`src/hdl/iiea_pkg.sv`:
```
package iiea_pkg;

   localparam int DEPTH     = 256;
   localparam int ADDR_W    = $clog2(DEPTH);
   localparam int WORD_W    = 32;
   localparam int POS_W     = 9;
   localparam int CAP_W     = 10;

   typedef enum logic [1:0] {
      OP_INSERT    = 2'd0,
      OP_ERASE     = 2'd1,
      OP_READ      = 2'd2,
      OP_OVERWRITE = 2'd3
   } opcode_type;

   typedef struct packed {
      opcode_type               opcode;
      logic [POS_W-1:0]         position;
      logic signed [WORD_W-1:0] word;
      logic [POS_W-1:0]         count;
   } req_type;

   typedef struct packed {
      logic signed [WORD_W-1:0] read_word;
      logic [POS_W-1:0]         length;
      logic [CAP_W-1:0]         capacity_figure;
      logic                     fault;
   } rsp_type;

   typedef enum logic [1:0] {
      ST_IDLE,
      ST_CHECK,
      ST_READ,
      ST_WALK
   } state_type;

   typedef struct packed {
      logic capture;
      logic rd_issue;
      logic init;
      logic step;
      logic finish;
   } cmd_type;

   typedef struct packed {
      logic       fault;
      opcode_type opcode;
      logic       walk_done;
   } status_type;

endpackage

```
`src/hdl/iiea_ctrl.sv`:
```
module iiea_ctrl
   import iiea_pkg::*;
(
   input  logic       clock,
   input  logic       reset,
   input  logic       start,
   output logic       busy,
   output logic       rsp_strobe,
   output cmd_type    cmd,
   input  status_type status
);

   state_type state_ff, state_in;
   logic      strobe_ff, strobe_in;

   always_ff @(posedge clock) begin
      if (reset) begin
         state_ff  <= ST_IDLE;
         strobe_ff <= 1'b0;
      end else begin
         state_ff  <= state_in;
         strobe_ff <= strobe_in;
      end
   end

   always_comb begin
      state_in = state_ff;
      unique case (state_ff)
         ST_IDLE: begin
            if (start) begin
               state_in = ST_CHECK;
            end
         end
         ST_CHECK: begin
            if (status.fault || status.opcode == OP_OVERWRITE) begin
               state_in = ST_IDLE;
            end else if (status.opcode == OP_READ) begin
               state_in = ST_READ;
            end else begin
               state_in = ST_WALK;
            end
         end
         ST_READ: begin
            state_in = ST_IDLE;
         end
         ST_WALK: begin
            if (status.walk_done) begin
               state_in = ST_IDLE;
            end
         end
         default: state_in = ST_IDLE;
      endcase
   end

   always_comb begin
      cmd = '0;
      unique case (state_ff)
         ST_IDLE: begin
            cmd.capture = start;
         end
         ST_CHECK: begin
            if (status.fault || status.opcode == OP_OVERWRITE) begin
               cmd.finish = 1'b1;
            end else if (status.opcode == OP_READ) begin
               cmd.rd_issue = 1'b1;
            end else begin
               cmd.init = 1'b1;
            end
         end
         ST_READ: begin
            cmd.finish = 1'b1;
         end
         ST_WALK: begin
            cmd.step   = 1'b1;
            cmd.finish = status.walk_done;
         end
         default: cmd = '0;
      endcase
   end

   assign strobe_in  = cmd.finish;
   assign busy       = (state_ff != ST_IDLE);
   assign rsp_strobe = strobe_ff;

endmodule

```
`config.mk`:
```
export PLATFORM = sky130hd
export DESIGN_NAME = iiea_ctrl
export DESIGN_NICKNAME = d
export VERILOG_FILES = /design/src/hdl/iiea_pkg.sv /design/src/hdl/iiea_ctrl.sv
export SDC_FILE = /design/constraint.sdc
export NUM_CORES = 1
export LEC_CHECK = 0
export BUFFER_PORTS_ARGS = -buffer_cell sky130_fd_sc_hd__buf_2
export CORE_AREA = 2 2 39 41
export CTS_CLUSTER_DIAMETER = 60
export DETAILED_ROUTE_END_ITERATION = 8
export DIE_AREA = 0 0 41 43
export HOLD_SLACK_MARGIN = 0.15
export PLACE_DENSITY = 0.43
export SKIP_CTS_REPAIR_TIMING = 1
export SLEW_MARGIN = 5
export SYNTH_ARGS = -nofsm -noshare
export SYNTH_HDL_FRONTEND = slang
export SYNTH_SLANG_ARGS = --single-unit
```
`constraint.sdc`:
```
create_clock -name clock -period 1.4 [get_ports clock]
set_input_delay 0.14 -clock clock [delete_from_list [all_inputs] [get_ports clock]]
set_output_delay 0.14 -clock clock [all_outputs]
set_load 0.01 [all_outputs]
```
==> summary.txt <==
Status
  • Status: finished with violations
  • Failing checks: setup timing

Floorplan
  • Die W: 41 um
  • Starting density of the core: 14.3%
  • Area of the core: 0.00138 mm^2
  • Site row count: 14
  • I/O Pins: 14
  • Die H: 43 um
  • Die footprint: 0.00176 mm^2

STA
  • Least-Margin Pin Slew: 0.216 ns
  • FMAX: 705 MHz
  • Tmin final: 1.42 ns
  • Final Cycle Share: 101%
  • Final WS setup: -0.0191 ns
  • Final hold vios: 0
  • Layout Skew: 0.00641 ns
  • RSZ-0062 raised after global routing: yes
  • Max transition margin: 85.6%
  • Final setup fails: 1
  • Worst hold slack: 0.216 ns
  • Max Slew Vio Count: 0

Layout
  • Share of layout cells above drive strength 1: 56.1%
  • Footprint of the multi-input gates: 135 um^2
  • Fillers: 146
  • P&R area growth vs syn: 73.4%
  • Util after Layout: 24.8%
  • FF+latch area: 65.1 um^2
  • Fin cells: 57
  • # diodes: 0
  • Most frequent cells in the layout: 12 x buf_2, 3 x clkbuf_4, 2 x nand2b_1, 2 x o22ai_1
  • Final #Nets: 49
  • Commonest non-fill, non-tap cell in the layout: buf_2

Route
  • ANT nets after route: 0
  • DR iter-0 viols: 15
  • Vias/cell: 4.23
  • Via count: 241
  • DR WL/cell: 11.1 um
  • DR pass1 iterations: 4
  • Total Wirelength: 631 um
  • Drt drc: 0

Synthesis
  • Synth Cell Area: 198 um^2
  • Register bit total from synthesis: 3
  • Area leader, netlist: dfxtp_1
  • Sequential fraction of the synthesis area: 30.4%
  • Synth top area cells: dfxtp_1 30%, nand2b_1 6.3%, o22ai_1 6.3%, or4b_1 5.1%, nor4b_1 4.4%
  • Syn_nets: 30
  • Average size of a mapped cell: 8.60 um^2
  • Top-area cell type share of the netlist area: 30.4%
  • Yosys warning count: 0
  • Post-synthesis cell type count: 18
  • Cells after Synth: 23

GRT
  • First-pass GRT wire length: 910 um
  • Largest net degree at the start of global routing: 10
  • Grt total ovfl: 0
  • Number of global-route vias before repair: 229
  • Initial antenna violation count: 0
  • GRT Total Usage: 8.22%

Clock tree
  • H-Tree Depth: 1
  • Max Buffers Root-to-Sink: 2
  • Total CTS buffers: 3
  • CTS tree: done
  • Reg clk slew, reported paths: 0.04 ns
  • Later-pin clock latency in the skew report: 0.24 ns
  • Sink Count: 3
  • Root Buffer: clkbuf_4

Place
  • Post-placement cell count: 51
  • Port bufs: 13
  • Gpl congestion: 0.678

Power
  • Total Power: 317 uW
  • Power Density: 924 mW/mm^2
  • Pleak: 0.000165 uW
  • Peak VDD IR: 0.254 mV

Worst setup path
  • Crit. End Element: primary output
  • Critical path arrival: 1.28 ns
  • Worst setup path category: reg -> out
  • Crit path launch type: register
  • Worst Path Required: 1.26 ns
  • Crit-path max FO: 7

Job
  • Max cap viols: 0

Min path
  • Worst hold path class: in -> reg
==> Yosys cell counts (all sizes together) <==
library cell  count
dfxtp             3
inv               2
nand2b            2
o22ai             2
or3b              2
a21o              1
a21oi             1
a31oi             1
and2              1
buf               1
nand3b            1
nor2b             1
nor4b             1
o2bb2ai           1
or2               1
or2b              1
or4b              1
==> metrics by stage <==
step	area, um^2	TNS [ns]	setup slack, ns
final	343	-0.0191	-0.0191
after global routing	343	-0.0631	-0.0631
after CTS	302	-0.164	-0.0881
after detailed placement	275	0	0.178
after global placement	275	0	0.173
after floorplan	198	0	0.292
==> kinds of logic after synthesis <==
logic type / count (synthesis) / synth area share (%)
compound gates: 6 / 20.3
buf+inv: 3 / 7.60
flops: 3 / 30.4
simple gates: 11 / 41.8
==> report_power, final <==
part | internal (uW) | switching (uW)
Clock | 107 | 54.5
Sequential | 89.3 | 5.66
Combinational | 32.6 | 27.3
Total | 229 | 87.5
==> registers in the layout, summed over array words and instances, names as in the netlist <==
| signal | count |
|---|---|
| state_ff | 2 |
| rsp_strobe | 1 |
==> cell type report <==
class	instances	area share, %
inverters	2	2.19
flip-flops and latches	3	19.0
clock buffers	4	7.66
well taps	16	5.84
repair buffers	15	25.9
multi-input cells	17	39.4
==> final timing paths <==
path | start | endpoint | slack, ns | cells after the start
setup / recovery | state_ff[1] | cmd[2] | -0.02 | 3
hold reg to reg | state_ff[0] | state_ff[0] | 0.55 | 2
setup reg to reg | state_ff[1] | state_ff[0] | 0.31 | 2
hold / removal | status[0] | state_ff[0] | 0.22 | 3
==> worst max-delay path: stages, from the launching register on <==
cell	delay [ns]
dfxtp_4	0.36
or4b_4	0.53
inv_2	0.07
buf_6	0.09
==> per-layer routing <==
metal	track usage, %	wire (um)	vias to the layer above
met5	0	0	-
met4	6.00	0	0
met3	5.24	54	0
met2	11.6	316	13
met1	8.33	260	108
li1	-	-	120
Note: power is estimated with default switching activity, not from simulation.
